<file path="src/rtl/lsmt_pkg.sv">
`default_nettype none
// ----------------------------------------------------------------------------
// LCD scanline mode timer package
// Shared types and timing constants for the scanline mode timer.
// ----------------------------------------------------------------------------
package lsmt_pkg;

  // Line timing constants and last line numbers.
  localparam logic [15:0] LINE_CYCLES  = 16'd456;
  localparam logic [15:0] OAM_END      = 16'd80;
  localparam logic [15:0] XFER_END     = 16'd256;
  localparam logic [7:0]  LAST_LINE    = 8'd153;
  localparam logic [7:0]  LAST_VISIBLE = 8'd143;

  // Frame skip limits.
  localparam logic [4:0]  SKIP_MIN     = 5'd1;
  localparam logic [4:0]  SKIP_MAX     = 5'd16;
  localparam logic [4:0]  SKIP_RESET   = 5'd1;

  // Display mode codes.
  localparam logic [1:0]  MODE_HBLANK  = 2'd0;
  localparam logic [1:0]  MODE_VBLANK  = 2'd1;
  localparam logic [1:0]  MODE_OAM     = 2'd2;
  localparam logic [1:0]  MODE_XFER    = 2'd3;

  // Status interrupt enable bit positions.
  localparam int unsigned EN_HBLANK    = 0;
  localparam int unsigned EN_VBLANK    = 1;
  localparam int unsigned EN_OAM       = 2;
  localparam int unsigned EN_COMPARE   = 3;

  typedef struct packed {
    logic [7:0] cycles_elapsed;
    logic       display_on;
    logic [7:0] compare_line;
    logic [3:0] stat_enables;
  } item_t;

  typedef struct packed {
    logic [15:0] cycle_count;
    logic [7:0]  line_number;
    logic [1:0]  current_mode;
    logic        render_this_frame;
    logic [3:0]  frame_phase;
    logic        compare_fired;
  } timer_state_t;

  typedef struct packed {
    logic [1:0] mode;
    logic       stat_written;
    logic [2:0] stat_flags;
    logic       stat_interrupt;
    logic       vblank_interrupt;
    logic       hdma_request;
    logic       oam_scan_request;
    logic       render_request;
    logic [7:0] current_line;
    logic       line_written;
  } result_t;

endpackage
`default_nettype wire

</file>
<file path="src/rtl/lcd_scanline_mode_timer_core.sv">
`default_nettype none
// ----------------------------------------------------------------------------
// LCD scanline mode timer core
// Display mode and status timing for one scanline counter, one result per
// input transaction.
// ----------------------------------------------------------------------------
// Usage:
//   The input channel (in_valid / in_stall) carries one transaction per
//   emulated CPU step: the elapsed cycles, the display enable bit, the line
//   compare value and the status interrupt enables. The output channel
//   (out_valid / out_stall) returns exactly one result transaction for each
//   input transaction, in order.
//   A transaction is first captured in an input register. The step logic
//   then uses it together with the timer state once the output register has
//   room; the state is updated and the result is captured in the output
//   register at that same edge. The block sustains one transaction per cycle
//   while the receiver does not stall.
//   When the receiver stalls, the result register holds; the input register
//   still accepts one further transaction, after which in_stall is raised
//   until the result is taken.
//   The frame skip register is written through cfg_valid / cfg_ready /
//   cfg_data. cfg_ready is always high; writes are meant to happen only while
//   no transaction is in flight.
//   Reset (rst, synchronous) empties both registers, sets frame skip to one
//   and returns the timer to line zero, cycle zero, hblank, with rendering on.
// ----------------------------------------------------------------------------
module lcd_scanline_mode_timer_core (
  input  wire logic       clk,
  input  wire logic       rst,
  // Configuration write channel.
  input  wire logic       cfg_valid,
  output logic            cfg_ready,
  input  wire logic [4:0] cfg_data,
  // Input channel.
  input  wire logic       in_valid,
  output logic            in_stall,
  input  wire logic [7:0] cycles_elapsed,
  input  wire logic       display_on,
  input  wire logic [7:0] compare_line,
  input  wire logic [3:0] stat_enables,
  // Output channel.
  output logic            out_valid,
  input  wire logic       out_stall,
  output logic [1:0]      mode,
  output logic            stat_written,
  output logic [2:0]      stat_flags,
  output logic            stat_interrupt,
  output logic            vblank_interrupt,
  output logic            hdma_request,
  output logic            oam_scan_request,
  output logic            render_request,
  output logic [7:0]      current_line,
  output logic            line_written
);

  logic                   cfg_write;
  logic [4:0]             frame_skip;
  logic                   in_full;
  lsmt_pkg::item_t        in_item;
  lsmt_pkg::timer_state_t st;
  lsmt_pkg::timer_state_t st_next;
  lsmt_pkg::result_t      res_next;
  lsmt_pkg::result_t      res;
  logic                   out_adv;
  logic                   step_go;

  // The output register can take a new result when empty or being drained.
  assign out_adv   = !out_valid || !out_stall;
  // The held transaction moves into the step logic when the result has room.
  assign step_go   = in_full && out_adv;
  assign in_stall  = in_full && !out_adv;
  assign cfg_ready = 1'b1;
  assign cfg_write = cfg_valid && cfg_ready;

  always_ff @(posedge clk) begin
    if (rst) begin
      frame_skip <= lsmt_pkg::SKIP_RESET;
    end else if (cfg_write) begin
      frame_skip <= cfg_data;
    end
  end

  // Input register.
  always_ff @(posedge clk) begin
    if (rst) begin
      in_full <= 1'b0;
    end else if (in_valid && !in_stall) begin
      in_full <= 1'b1;
    end else if (step_go) begin
      in_full <= 1'b0;
    end
  end

  always_ff @(posedge clk) begin
    if (in_valid && !in_stall) begin
      in_item.cycles_elapsed <= cycles_elapsed;
      in_item.display_on     <= display_on;
      in_item.compare_line   <= compare_line;
      in_item.stat_enables   <= stat_enables;
    end
  end

  lsmt_step u_step (
    .frame_skip (frame_skip),
    .item       (in_item),
    .st         (st),
    .st_next    (st_next),
    .res        (res_next)
  );

  // Timer state advances once per transaction that reaches the step logic.
  always_ff @(posedge clk) begin
    if (rst) begin
      st.cycle_count       <= 16'd0;
      st.line_number       <= 8'd0;
      st.current_mode      <= lsmt_pkg::MODE_HBLANK;
      st.render_this_frame <= 1'b1;
      st.frame_phase       <= 4'd0;
      st.compare_fired     <= 1'b0;
    end else if (step_go) begin
      st <= st_next;
    end
  end

  // Result register.
  always_ff @(posedge clk) begin
    if (rst) begin
      out_valid <= 1'b0;
    end else if (out_adv) begin
      out_valid <= in_full;
    end
  end

  always_ff @(posedge clk) begin
    if (step_go) begin
      res <= res_next;
    end
  end

  assign mode             = res.mode;
  assign stat_written     = res.stat_written;
  assign stat_flags       = res.stat_flags;
  assign stat_interrupt   = res.stat_interrupt;
  assign vblank_interrupt = res.vblank_interrupt;
  assign hdma_request     = res.hdma_request;
  assign oam_scan_request = res.oam_scan_request;
  assign render_request   = res.render_request;
  assign current_line     = res.current_line;
  assign line_written     = res.line_written;

  // A stalled input can only come from a full, stalled result register.
  a_stall_cause: assert property (@(posedge clk) disable iff (rst)
    in_stall |-> (out_valid && out_stall))
    else $error("input stalled while result register had room");

  // The line counter never leaves the frame.
  a_line_range: assert property (@(posedge clk) disable iff (rst)
    st.line_number <= lsmt_pkg::LAST_LINE)
    else $error("line number beyond last line");

  // The vblank interrupt only comes with a recorded change into vblank.
  a_vblank_entry: assert property (@(posedge clk) disable iff (rst)
    (out_valid && vblank_interrupt) |->
      (stat_written && mode == lsmt_pkg::MODE_VBLANK))
    else $error("vblank interrupt without vblank entry");

  // HDMA and render requests match the mode they belong to.
  a_request_mode: assert property (@(posedge clk) disable iff (rst)
    (out_valid && (hdma_request || render_request)) |->
      (stat_written &&
       ((hdma_request && mode == lsmt_pkg::MODE_HBLANK) ||
        (render_request && mode == lsmt_pkg::MODE_XFER))))
    else $error("request raised outside its mode entry");

  // A result is in the output register in the cycle after the step fires.
  a_result_follows: assert property (@(posedge clk) disable iff (rst)
    step_go |=> out_valid)
    else $error("result lost after step");

endmodule
`default_nettype wire

</file>
<file path="src/rtl/lsmt_step.sv">
`default_nettype none
// ----------------------------------------------------------------------------
// LCD scanline mode timer step
// Combinational next-state and result logic for one transaction.
// ----------------------------------------------------------------------------
module lsmt_step (
  input  wire logic [4:0]            frame_skip,
  input  wire lsmt_pkg::item_t       item,
  input  wire lsmt_pkg::timer_state_t st,
  output lsmt_pkg::timer_state_t     st_next,
  output lsmt_pkg::result_t          res
);

  logic [16:0] sum;
  logic [15:0] cyc_sat;
  logic [1:0]  mode_found;
  logic        match;
  logic        render_now;
  logic [7:0]  line_inc;
  logic [4:0]  phase_inc;
  logic [4:0]  skip_val;

  always_comb begin
    // Saturating accumulate of elapsed cycles.
    sum     = {1'b0, st.cycle_count} + {9'd0, item.cycles_elapsed};
    cyc_sat = sum[16] ? 16'hFFFF : sum[15:0];

    if (st.line_number > lsmt_pkg::LAST_VISIBLE) begin
      mode_found = lsmt_pkg::MODE_VBLANK;
    end else if (cyc_sat < lsmt_pkg::OAM_END) begin
      mode_found = lsmt_pkg::MODE_OAM;
    end else if (cyc_sat < lsmt_pkg::XFER_END) begin
      mode_found = lsmt_pkg::MODE_XFER;
    end else begin
      mode_found = lsmt_pkg::MODE_HBLANK;
    end

    match = (item.compare_line == st.line_number);

    if (frame_skip < lsmt_pkg::SKIP_MIN) begin
      skip_val = lsmt_pkg::SKIP_MIN;
    end else if (frame_skip > lsmt_pkg::SKIP_MAX) begin
      skip_val = lsmt_pkg::SKIP_MAX;
    end else begin
      skip_val = frame_skip;
    end

    line_inc   = st.line_number + 8'd1;
    phase_inc  = {1'b0, st.frame_phase} + 5'd1;
    render_now = st.render_this_frame;

    st_next             = st;
    st_next.cycle_count = cyc_sat;

    res              = '0;
    res.current_line = st.line_number;

    if (item.display_on) begin
      if (mode_found != st.current_mode) begin
        st_next.current_mode = mode_found;
        res.stat_written     = 1'b1;
        res.stat_flags       = {match, mode_found};

        if (match && item.stat_enables[lsmt_pkg::EN_COMPARE] && !st.compare_fired) begin
          res.stat_interrupt    = 1'b1;
          st_next.compare_fired = 1'b1;
        end
        if ((mode_found == lsmt_pkg::MODE_HBLANK && item.stat_enables[lsmt_pkg::EN_HBLANK]) ||
            (mode_found == lsmt_pkg::MODE_VBLANK && item.stat_enables[lsmt_pkg::EN_VBLANK]) ||
            (mode_found == lsmt_pkg::MODE_OAM    && item.stat_enables[lsmt_pkg::EN_OAM])) begin
          res.stat_interrupt = 1'b1;
        end

        if (mode_found == lsmt_pkg::MODE_HBLANK) begin
          res.hdma_request = 1'b1;
        end
        if (mode_found == lsmt_pkg::MODE_VBLANK) begin
          // Decide at vblank entry whether the coming frame is drawn.
          render_now               = (st.frame_phase == 4'd0);
          st_next.render_this_frame = render_now;
          res.vblank_interrupt     = 1'b1;
        end
        res.oam_scan_request = render_now && (mode_found == lsmt_pkg::MODE_OAM);
        res.render_request   = render_now && (mode_found == lsmt_pkg::MODE_XFER);
      end

      if (cyc_sat >= lsmt_pkg::LINE_CYCLES) begin
        res.line_written      = 1'b1;
        st_next.compare_fired = 1'b0;
        st_next.cycle_count   = cyc_sat - lsmt_pkg::LINE_CYCLES;
        if (line_inc > lsmt_pkg::LAST_LINE || line_inc == 8'd0) begin
          st_next.line_number = 8'd0;
          st_next.frame_phase = (phase_inc >= skip_val) ? 4'd0 : phase_inc[3:0];
        end else begin
          st_next.line_number = line_inc;
        end
      end
    end

    res.mode = st_next.current_mode;
  end

endmodule
`default_nettype wire
</file>
<file path="config.mk">
export PLATFORM = sky130hd
export DESIGN_NAME = lcd_scanline_mode_timer_core
export DESIGN_NICKNAME = d
export VERILOG_FILES = /design/src/rtl/lsmt_pkg.sv /design/src/rtl/lcd_scanline_mode_timer_core.sv /design/src/rtl/lsmt_step.sv
export SDC_FILE = /design/constraint.sdc
export NUM_CORES = 1
export LEC_CHECK = 0
export ABC_AREA = 1
export CAP_MARGIN = 20
export CORE_MARGIN = 2
export CORE_UTILIZATION = 30
export CTS_BUF_LIST = sky130_fd_sc_hd__clkbuf_4 sky130_fd_sc_hd__clkbuf_8
export DETAILED_ROUTE_END_ITERATION = 7
export DONT_BUFFER_PORTS = 1
export PLACE_DENSITY_LB_ADDON = 0.15
export SLEW_MARGIN = 5
export SYNTH_ARGS = -nofsm -noshare
export SYNTH_HDL_FRONTEND = slang
export SYNTH_SLANG_ARGS = --single-unit
</file>
<file path="constraint.sdc">
create_clock -name clk -period 3.9 [get_ports clk]
set_input_delay 0.585 -clock clk [delete_from_list [all_inputs] [get_ports clk]]
set_output_delay 0.585 -clock clk [all_outputs]
set_load 0.02 [all_outputs]
</file>
# Yosys cells after proc, flatten, opt, wreduce, memory -nomap -nowiden
# Index checks and enable logic that the tools add are counted.
# Widths: inputs -> output; s select.
[totals]
reg_bits = 80
in_bits = 31
output_inout_bits = 23
wordCells = 96
[op_classes]
add_sub_neg = 4
magnitude_cmp = 8
n_eq_ne = 5
mux = 26
n_reduce_logical = 30
[op_table]
columns = ["op", "n"]
rows = [
  ["$mux 32", 1],
  ["$mux 24", 1],
  ["$add 16x8->17", 1],
  ["$ge 16x9->1 const B", 1],
  ["$gt 8x8->1 const B", 2],
  ["$lt 16x7->1 const B", 1],
  ["$lt 16x9->1 const B", 1],
  ["$mux 16", 1],
  ["$sub 16x9->16 const B", 1],
  ["$mux 5", 3],
  ["$mux 1", 12],
  ["$logic_and 1x1->1", 10],
  ["$mux 9", 1],
  ["$add 8x1->8 const B", 1],
  ["$eq 8x8->1", 1],
  ["$logic_not 8->1", 1],
  ["$mux 4", 2],
  ["$mux 8", 1],
  ["$reduce_and 4->1", 2],
  ["$mux 2", 3],
  ["$reduce_and 3->1", 2],
  ["$reduce_bool 2->1", 3],
  ["$add 4x1->5 const B", 1],
  ["$ge 5x5->1", 1],
  ["other kinds (11)", 19],
]

# Depth between registers and ports, before layout
# Gate-level depths: netlist of the first run.
[logic_depth]
word_depth = 12
mapped_depth = 23
ltp_nobuf = 23

# Hierarchy
# From an unflattened synthesis of the first run, not the netlist that was laid out.
[unflattened]
hier_cells = 744
area_unflattened_um2 = 5591.6
[by_module_without_submodules]
columns = ["module", "n_inst", "cells_per_inst", "area_each_um2", "seq_area_each_um2"]
rows = [
  ["lcd_scanline_mode_timer_core", 1, 284, 3040.4, 2011.9],
  ["lsmt_step", 1, 460, 2551.2, 0.0],
]

# Worst setup path before layout of the first run
# No wires, ideal clock.
[synth_timing]
path_kind = "register -> register"
startpoint = "register in_item[13] (netlist name)"
endpoint = "register, netlist name st[19]"
setup_time_ns = 0.110
arrival_time_ns = 2.845
t_required_ns = 3.790
path_slack_ns = 0.945
stages_incl_launch_ff = 22
path_buffers = 0
synth_period_minus_slack_ns = 2.955
path_cell_list = "edfxtp_1 > ha_1 > fa_1 > nand2_1 > nand2_1 > nand3_2 > nand2_4 > nand2_4 > inv_2 > nor2_2 > ha_1 > nand2_1 > nor3_1 > nand3_1 > nor3_1 > nand2_1 > nand2_4 > nand2_1 > nand2_1 > nand3_1 > nand2_1 > inv_1"
[synth_between]
elab_chain_cells = 5
word_cells_on_any_way = 6
classes_between = "add/sub (2); order compare (1); mux (3)"
[synth_lines]
columns = ["item", "line", "source"]
rows = [
  ["from (decl)", "lcd_scanline_mode_timer_core.sv:59", "lsmt_pkg::item_t in_item;"],
  ["$add 16x8->17 (*)", "lsmt_step.sv:25", "sum = {1'b0, st.cycle_count} + {9'd0, item.cycles_elapsed};"],
  ["$mux 16 (*)", "lsmt_step.sv:26", "cyc_sat = sum[16] ? 16'hFFFF : sum[15:0];"],
  ["$sub 16x9->16 / $ge 16x9->1 (equally long branches)", "lsmt_step.sv:90, lsmt_step.sv:87", ""],
  ["$mux 24", "lsmt_step.sv:87", "if (cyc_sat >= lsmt_pkg::LINE_CYCLES) begin"],
  ["$mux 32 (*)", "lsmt_step.sv:58", "if (item.display_on) begin"],
]
# Mark *: on every way between the ends. The rest lies on a longest branch, timed or not.
# A chain may end at the register's enable or synchronous reset.

# Final worst setup path of the first run
[layout_timing]
startpoint = "register in_item[13] (netlist name)"
endpoint = "register, netlist name st[1]"
[layout_between]
elab_chain_cells = 4
[layout_lines]
columns = ["item", "line"]
rows = [
  ["$add 16x8->17", "lsmt_step.sv:25"],
  ["$mux 16", "lsmt_step.sv:26"],
  ["$ge 16x9->1", "lsmt_step.sv:87"],
  ["$reduce_and 4->1 (no source line)", "--"],
]
# Every way passes these cells.

==> results of run 1 <==
-- cells by family (layout without fill, tap and decap cells) --
| logic type | Yosys count | in the layout |
|---|---|---|
| simple gates | 344 | 344 |
| fa+ha+maj | 20 | 20 |
| xor+xnor | 22 | 22 |
| flops | 80 | 80 |
| other cells | 1 | 1 |
| buf+inv | 113 | 125 |
| compound gates | 58 | 58 |
-- metal layers --
| metal | track usage, % | wire [um] |
|---|---|---|
| met1 | 19.50 | 6057 |
| met2 | 23.21 | 5670 |
| met3 | 2.932 | 399 |
| met4 | 7.911 | 313 |
| met5 | 0 | 0 |
-- layout make-up --
cell class | instances | area (um2) | share of cell area, %
multi-input cells | 445 | 2424 | 45.34
flip-flops and latches | 80 | 2012 | 37.64
inverters | 100 | 375.4 | 7.022
well taps | 216 | 270.3 | 5.056
clock buffers | 11 | 138.9 | 2.598
repair buffers | 9 | 67.56 | 1.264
clock inverters | 5 | 57.56 | 1.077
-- sequential cells by signal (all words and copies together) (netlist names), 2 cells and up --
signal / cells
stat_flags: 3
in_item: 21
current_line: 8
mode: 2
st: 32
frame_skip: 5
-- final timing paths --
check / end / slack, ps / depth (start not counted)
setup / recovery: st[1] / 570 / 19
hold / removal: st[20] / 280 / 1
setup reg to reg: st[1] / 570 / 19
hold reg to reg: st[0] / 470 / 2
-- stage by stage --
step	power (uW)	hold WS [ps]
after floorplan	1370	435.9
after global placement	1473	460.1
after detailed placement	1476	460.5
after CTS	2137	246.1
after global routing	2259	253.9
final	2130	282.6
-- power by group --
group	internal, uW	total [uW]	switching, uW
Clock	312	649	337
Sequential	937	982	45.2
Combinational	167	499	332
-- worst max-delay path, stage by stage (launching register included) --
cell and delay, ps:
edfxtp_1 380, ha_1 260, fa_1 420, nand2_1 110, nand2_1 100, nand3_2 120, nand2_4 90, nand2_4 70
inv_2 80, nor2_2 230, ha_1 200, nand2_1 50, nor3_1 160, nand3_1 100, nor3_1 130, nand2_1 110
nand2_4 160, nand3_2 160, o21ai_0 230, a21oi_1 60
-- timing repair --
| action | in CTS | in global routing |
|---|---|---|
| setup buffers | 0 | 6 |
| hold buffers | 0 | 0 |
| endpoints found under the setup margin | 0 | 1 |
-- cells in the mapped netlist (2+ instances only) --
| master | n | area, um2 |
|---|---|---|
| xnor2_1 | 6 | 52.55 |
| or4_1 | 2 | 15.01 |
| nand2_4 | 3 | 33.78 |
| o21ai_1 | 3 | 15.01 |
| nand3_1 | 74 | 370.4 |
| nand3b_1 | 3 | 22.52 |
| edfxtp_1 | 41 | 1231 |
| buf_6 | 2 | 22.52 |
| nor2_2 | 7 | 43.79 |
| a21oi_1 | 24 | 120.1 |
| nand2_2 | 7 | 43.79 |
| nor3_1 | 9 | 45.04 |
| inv_2 | 5 | 18.77 |
| nor2_4 | 5 | 56.30 |
| xor2_1 | 16 | 140.1 |
| nand3_2 | 8 | 80.08 |
| ha_1 | 19 | 237.7 |
| nand4_1 | 18 | 112.6 |
| o211ai_1 | 6 | 45.04 |
| clkbuf_1 | 7 | 26.28 |
| inv_1 | 94 | 352.8 |
| o21ai_0 | 15 | 75.07 |
| buf_1 | 2 | 7.510 |
| o22ai_1 | 2 | 12.51 |
| nor2_1 | 54 | 202.7 |
| dfxtp_1 | 39 | 780.8 |
| nand2_1 | 150 | 563.0 |
| a31oi_1 | 4 | 25.02 |
==> flow_metrics.env, run 1 <==
export IMPL_rsz0062_at_grt="no"
export IMPL_final_cell_mix="150 x nand2_1, 94 x inv_1, 74 x nand3_1"
export IMPL_finalNetCount=696
export IMPL_hpwl_mm=9.214
export IMPL_syn_nets=689
export IMPL_synth_compound_area_share_pct=6.831
export IMPL_hold_start="rst"
export IMPL_seq_area_frac_synth_pct=41.29
export IMPL_fin_crit_ps=3333
export IMPL_syn_inst=638
export IMPL_ant_nets=0
export IMPL_peakVddDrop_v=0.0001450
export IMPL_vias_per_cell=4.649
export IMPL_fin_cells=866
export IMPL_grt_antenna_before_repair=0
export IMPL_hold_class="input pin to register"
export IMPL_yosys_area_share_simple_pct=33.44
export IMPL_cts_sinks=80
export IMPL_ys_warn_count=0
export IMPL_path_class="register to register"
export IMPL_die_w_um=131.4
export IMPL_synth_xor_area_share_pct=3.955
export IMPL_crit_start="in_item[13]"
export IMPL_clk_pin_slew_worst_paths_ps=80
export IMPL_num_vias=4026
export IMPL_drc=0
export IMPL_startpoint_type="register"
export IMPL_setup_tns_ps=0
export IMPL_outcome="completed"
export IMPL_finalHoldViolCount=0
export IMPL_max_slew_margin_rel_pct=39.39
export IMPL_overflow=0
export IMPL_arrival_ps=3600
export IMPL_grt_pass1_vias=3899
export IMPL_area_growth_pct=9.707
export IMPL_synth_top_family_by_area="simple AND/OR/NAND/NOR gates"
export IMPL_grt_pass1_wl_mm=20.23
export IMPL_fp_dieH_um=131.4
export IMPL_finalSetupViolCount=0
export IMPL_start_util_pct=30.67
export IMPL_stdcell_area_um2=5345
export IMPL_final_common_cell="nand2_1"
export IMPL_drive_above_1_share_pct=10.15
export IMPL_skew_ps=11.47
export IMPL_maxCapViolCount=0
export IMPL_grt_total_usage_pct=14.90
export IMPL_synth_cell_types=41
export IMPL_synth_edf_count=41
export IMPL_r2r_start="in_item[13]"
export IMPL_p_leak_uw=0.002420
export IMPL_core_area_um2=15890
export IMPL_ctsHtreeMaxLevel=3
export IMPL_fillers=1741
export IMPL_yosys_area_share_adder_pct=5.290
export IMPL_ys_flop_type="edfxtp_1"
export IMPL_fin_ws_ps=567.4
export IMPL_gp_congestion=0.8592
export IMPL_num_antenna_cells=0
export IMPL_cts_resized=0
export IMPL_cts_tree="built"
export IMPL_synthArstFlopShare_pct=0
export IMPL_fin_util_pct=33.65
export IMPL_ys_ff_latch=80
export IMPL_synth_area_um2=4872
export IMPL_clkLatencyLatePin_ps=380
export IMPL_cts_buffers=9
export IMPL_place_area_um2=5104
export IMPL_powerDensity_nw_per_um2=398.5
export IMPL_clk_root_buffer_cell="clkbuf_8"
export IMPL_finalMaxSlewViolations=0
export IMPL_ioPinCount=54
export IMPL_port_buffers=0
export IMPL_syn_avg_cell_area_um2=7.637
export IMPL_grt_max_degree=44
export IMPL_finalCritPeriodShare_pct=85.45
export IMPL_dieArea_um2=17280
export IMPL_place_ws_ps=490.7
export IMPL_muxShareOfSynthArea_pct=0
export IMPL_critPathCaptureType="register"
export IMPL_dr_first_iter_drc_count=325
export IMPL_wl_per_cell_um=14.36
export IMPL_clk_path_buf_depth=2
export IMPL_dr_pass1_iters=4
export IMPL_fmax_mhz=300.1
export IMPL_tightest_slew_ps=908.1
export IMPL_critPathRequiredTime_ps=4170
export IMPL_path_max_fanout=10
export IMPL_post_place_cells=844
export IMPL_rows=46
export IMPL_routed_wirelength_mm=12.44
Note: power is estimated with default switching activity, not from simulation.
==> run 2: changes to the inputs <==
CTS_BUF_LIST = default   (was sky130_fd_sc_hd__clkbuf_4 sky130_fd_sc_hd__clkbuf_8)
clock period = 4.1 ns   (was 3.9 ns; I/O delays follow)
==> run 2 against run 1 <==
Via count is essentially flat. Sequential power shrank 4.7%. Hold slack gained 54 ps. Power grew 4.2%.
==> flow_metrics.env, run 2 (synthesized netlist as in run 1, its figures left out) <==
export IMPL_num_vias=4030
export IMPL_peakVddDrop_v=0.0001833
export IMPL_crit_chain="ha_1 > fa_1 > nand2_1 > nand2_1 > nand3_2 > nand2_4 > nand2_4 > inv_2 > nor2_2 > ha_1 > nand2_1 > nor3_1 > nand3_1 > nor3_1 > nand2_1 > nand2_4 > nand3_2 > nand2_1 > o22ai_1"
export IMPL_grt_max_degree=44
export IMPL_die_w_um=131.4
export IMPL_num_antenna_cells=0
export IMPL_final_common_cell="nand2_1"
export IMPL_cts_tree="built"
export IMPL_tightest_slew_ps=917.0
export IMPL_vias_per_cell=4.692
export IMPL_multiInputGateArea_um2=2424
export IMPL_wl_per_cell_um=14.42
export IMPL_startpoint_type="register"
export IMPL_cp_num_buf_inv=1
export IMPL_finalMaxSlewViolations=0
export IMPL_gp_congestion=0.8703
export IMPL_seqCellArea_um2=2012
export IMPL_fin_cells=859
export IMPL_place_ws_ps=531.5
export IMPL_critPathCaptureType="register"
export IMPL_rsz0062_at_grt="no"
export IMPL_ctsHoldBuffers=0
export IMPL_p_total_uw=2219
export IMPL_start_util_pct=30.67
export IMPL_ant_nets=0
export IMPL_max_stage_delay_ps=410
export IMPL_top_register="st"
export IMPL_drc=0
export IMPL_cts_sinks=80
export IMPL_largest_reg_flops=32
export IMPL_fillers=1713
export IMPL_final_cell_mix="150 x nand2_1, 94 x inv_1, 74 x nand3_1"
export IMPL_critPathSlowestCell="fa_1"
export IMPL_drive_above_1_share_pct=8.865
export IMPL_post_place_cells=843
export IMPL_cts_resized=0
export IMPL_rows=46
export IMPL_hpwl_mm=9.122
export IMPL_maxCapViolCount=0
export IMPL_area_growth_pct=10.73
export IMPL_fp_dieH_um=131.4
export IMPL_finalCritPeriodShare_pct=86.94
export IMPL_cts_buffers=9
export IMPL_dieArea_um2=17280
export IMPL_p_leak_uw=0.002431
export IMPL_finalHoldViolCount=0
export IMPL_core_area_um2=15890
export IMPL_arrival_ps=3800
export IMPL_skew_ps=6.548
export IMPL_clk_path_buf_depth=2
export IMPL_max_slew_margin_rel_pct=38.80
export IMPL_crit_path_frequent_cell="nand2_1"
export IMPL_cpLargestDelayFamily="simple AND/OR/NAND/NOR gates"
export IMPL_routed_wirelength_mm=12.39
export IMPL_hold_class="input pin to register"
export IMPL_ctsHtreeMaxLevel=3
export IMPL_grt_pass1_wl_mm=20.16
export IMPL_powerDensity_nw_per_um2=411.3
export IMPL_grt_pass1_vias=3938
export IMPL_grt_antenna_before_repair=0
export IMPL_fin_util_pct=33.96
export IMPL_path_class="register to register"
export IMPL_clk_pin_slew_worst_paths_ps=60
export IMPL_dr_pass1_iters=5
export IMPL_fin_crit_ps=3564
export IMPL_critPathRequiredTime_ps=4340
export IMPL_fin_ws_ps=535.6
export IMPL_grt_total_usage_pct=14.76
export IMPL_outcome="completed"
export IMPL_finalSetupViolCount=0
export IMPL_fmax_mhz=280.6
export IMPL_setup_tns_ps=0
export IMPL_clk_root_buffer_cell="clkbuf_16"
export IMPL_dr_first_iter_drc_count=261
export IMPL_overflow=0
export IMPL_post_cts_setup_buffer_count=0
export IMPL_port_buffers=0
export IMPL_clkLatencyLatePin_ps=360
export IMPL_finalNetCount=689
export IMPL_path_max_fanout=19
export IMPL_ioPinCount=54
[run 2: cell count changes in the layout (fill, tap and decap cells not counted)]
cell,change
clkinv_2,-1
clkbuf_1,+2
clkbuf_4,-2
clkbuf_8,-8
buf_4,-7
clkbuf_16,+9
[run 2: path summary, 6_finish.rpt]
check / start / to / slack [ps] / cells past startpoint
setup / recovery: in_item[13] / st[3] / 540 / 19
hold / removal: rst / st[20] / 340 / 1
setup reg to reg: in_item[13] / st[3] / 540 / 19
hold reg to reg: st[0] / st[0] / 480 / 2
[run 2: power breakdown]
group / total (uW) / internal, uW / switching (uW)
Combinational: 452 / 141 / 311
Clock: 831 / 491 / 340
Sequential: 936 / 892 / 44.1
[run 2: final cells by class]
class	count	area share [%]
clock buffer	12	4.569
clock inverter	4	0.9740
inverter	100	6.957
multi-input combinational	445	44.92
sequential	80	37.29
tap	216	5.009
timing repair buffer	2	0.2783
[run 2: per-stage QoR]
stage	cell area (um2)	hold WS [ps]
after global placement	5096	459.5
after detailed placement	5096	466.9
final	5395	336.9
after CTS	5395	317.9
after global routing	5395	322.7
after floorplan	4872	435.9
[run 2: routing by layer]
| metal | vias to the layer above | share of wire (%) | wire length (um) | GRT usage (%) |
|---|---|---|---|---|
| li1 | 2087 | - | - | - |
| met1 | 1852 | 47 | 5863 | 18.95 |
| met2 | 70 | 46 | 5738 | 23.62 |
| met3 | 21 | 3.9 | 485 | 3.009 |
| met4 | 0 | 2.4 | 302 | 7.307 |
| met5 | - | 0 | 0 | 0 |
==> run 3: changes to the inputs <==
RECOVER_POWER = 100   (was default)
REMOVE_ABC_BUFFERS = 1   (was default)
==> run 3 against run 2 <==
Worst setup slack got worse by 130 ps. Register-to-register slack got worse by 130 ps. Hold slack better by 7.3 ps. Power rose by 0.43%. Non-clock buffer count unchanged. Critical path depth up 1. Clock power rose by 2%. Flip-flop and latch count did not move. Clock-buffer cell count shrank 1. First-iteration DRC count rose by 20%. Critical endpoint is now st[9]. Largest power group unchanged. Highest routed layer unchanged.
==> flow_metrics.env, run 3 (synthesized netlist as in run 1, its figures left out) <==
export IMPL_outcome="completed"
export IMPL_critPathSlowestCell="fa_1"
export IMPL_finalCritPeriodShare_pct=90.15
export IMPL_dieArea_um2=17280
export IMPL_vias_per_cell=4.702
export IMPL_path_class="register to register"
export IMPL_max_stage_delay_ps=420
export IMPL_finalSetupViolCount=0
export IMPL_dr_first_iter_drc_count=313
export IMPL_arrival_ps=3960
export IMPL_gp_congestion=0.8513
export IMPL_dr_pass1_iters=5
export IMPL_hold_ws_ps=344.2
export IMPL_setup_tns_ps=0
export IMPL_startpoint_type="register"
export IMPL_fillers=1704
export IMPL_area_growth_pct=10.48
export IMPL_cts_resized=0
export IMPL_grt_antenna_before_repair=0
export IMPL_cts_tree="built"
export IMPL_place_ws_ps=491.0
export IMPL_core_area_um2=15890
export IMPL_grt_pass1_vias=3872
export IMPL_maxCapViolCount=0
export IMPL_clk_pin_slew_worst_paths_ps=60
export IMPL_drive_above_1_share_pct=8.087
export IMPL_grt_total_usage_pct=14.56
export IMPL_fp_dieH_um=131.4
export IMPL_internal_power_uw=1524
export IMPL_path_max_fanout=19
export IMPL_grt_pass1_wl_mm=20.10
export IMPL_fin_crit_ps=3696
export IMPL_rsz0062_at_grt="no"
export IMPL_final_common_cell="nand2_1"
export IMPL_routed_wirelength_mm=12.24
export IMPL_die_w_um=131.4
export IMPL_p_clk_share_pct=38.1
export IMPL_powerDensity_nw_per_um2=414.1
export IMPL_clkLatencyLatePin_ps=350
export IMPL_p_seq_share_pct=42.0
export IMPL_cpLargestDelayFamily="simple AND/OR/NAND/NOR gates"
export IMPL_ctsHtreeMaxLevel=3
export IMPL_largest_reg_flops=32
export IMPL_hold_class="input pin to register"
export IMPL_clk_path_buf_depth=2
export IMPL_finalHoldViolCount=0
export IMPL_ctsHoldBuffers=0
export IMPL_rows=46
export IMPL_wl_per_cell_um=14.25
export IMPL_ant_nets=0
export IMPL_crit_chain="ha_1 > fa_1 > nand2_1 > nand2_1 > nand3_2 > nand2_4 > nand2_4 > inv_1 > nor2_2 > ha_1 > nand2_1 > nor3_1 > nand3_1 > nor3_1 > nand2_1 > nand2_4 > nand3_4 > nor2_4 > nand3_1 > o21ai_0"
export IMPL_crit_path_frequent_cell="nand2_1"
export IMPL_p_sw_uw=704.8
export IMPL_switching_share_pct=31.62
export IMPL_finalNetCount=689
export IMPL_num_antenna_cells=0
export IMPL_clk_root_buffer_cell="clkbuf_16"
export IMPL_critPathCaptureType="register"
export IMPL_final_cell_mix="151 x nand2_1, 95 x inv_1, 76 x nand3_1"
export IMPL_port_buffers=0
export IMPL_p_leak_uw=0.002419
export IMPL_grt_max_degree=28
export IMPL_overflow=0
export IMPL_stdcell_area_um2=5383
export IMPL_skew_ps=7.040
export IMPL_drc=0
export IMPL_fmax_mhz=270.5
export IMPL_hpwl_mm=9.140
export IMPL_tightest_slew_ps=990.1
export IMPL_pwr_share_comb_pct=19.9
export IMPL_start_util_pct=30.67
export IMPL_cts_buffers=9
export IMPL_peakVddDrop_v=0.0001877
export IMPL_critPathRequiredTime_ps=4370
export IMPL_fin_ws_ps=403.7
export IMPL_max_slew_margin_rel_pct=33.99
export IMPL_place_area_um2=5096
export IMPL_post_cts_setup_buffer_count=0
export IMPL_top_register="st"
export IMPL_ioPinCount=54
export IMPL_num_vias=4039
export IMPL_finalMaxSlewViolations=0
export IMPL_cts_sinks=80
export IMPL_cp_num_buf_inv=1
## run 3: cell type report
class	count	area (um2)	share of cell area, %
Multi-Input combinational cell	445	2409	44.75
Sequential cell	80	2012	37.38
Timing Repair Buffer	2	11.26	0.2092
Clock inverter	5	62.56	1.162
Tap cell	216	270.3	5.021
Clock buffer	11	242.7	4.510
Inverter	100	375.4	6.974
## run 3: worst paths after layout
check	start	end	slack, ps	cells past startpoint
max	in_item[13]	st[9]	400	20
min	rst	st[20]	340	1
max reg2reg	in_item[13]	st[9]	400	20
min reg2reg	st[0]	st[0]	470	2
## run 3: routing by layer
| layer | track usage, % | share of wire (%) | vias to the layer above | wire length [um] |
|---|---|---|---|---|
| li1 | - | - | 2095 | - |
| met1 | 19.56 | 49 | 1828 | 5964 |
| met2 | 23.12 | 45 | 98 | 5566 |
| met3 | 3.086 | 3.8 | 18 | 471 |
| met4 | 5.193 | 1.9 | 0 | 237 |
| met5 | 0 | 0 | - | 0 |
## run 3: per-stage QoR
step	util, %	power, uW	std cells
global route	33.88	2347	859
floorplan	-	1293	625
detailed placement	32.08	1404	843
CTS	34.00	2261	859
global placement	32.08	1405	843
finish	33.88	2229	859
## run 3: power groups by stage
stage	clock [uW]	combinational, uW	sequential (uW)
global route	896	508	943
finish	849	443	937
CTS	872	450	938
global placement	0	450	955
detailed placement	0	448	956
floorplan	0	347	946
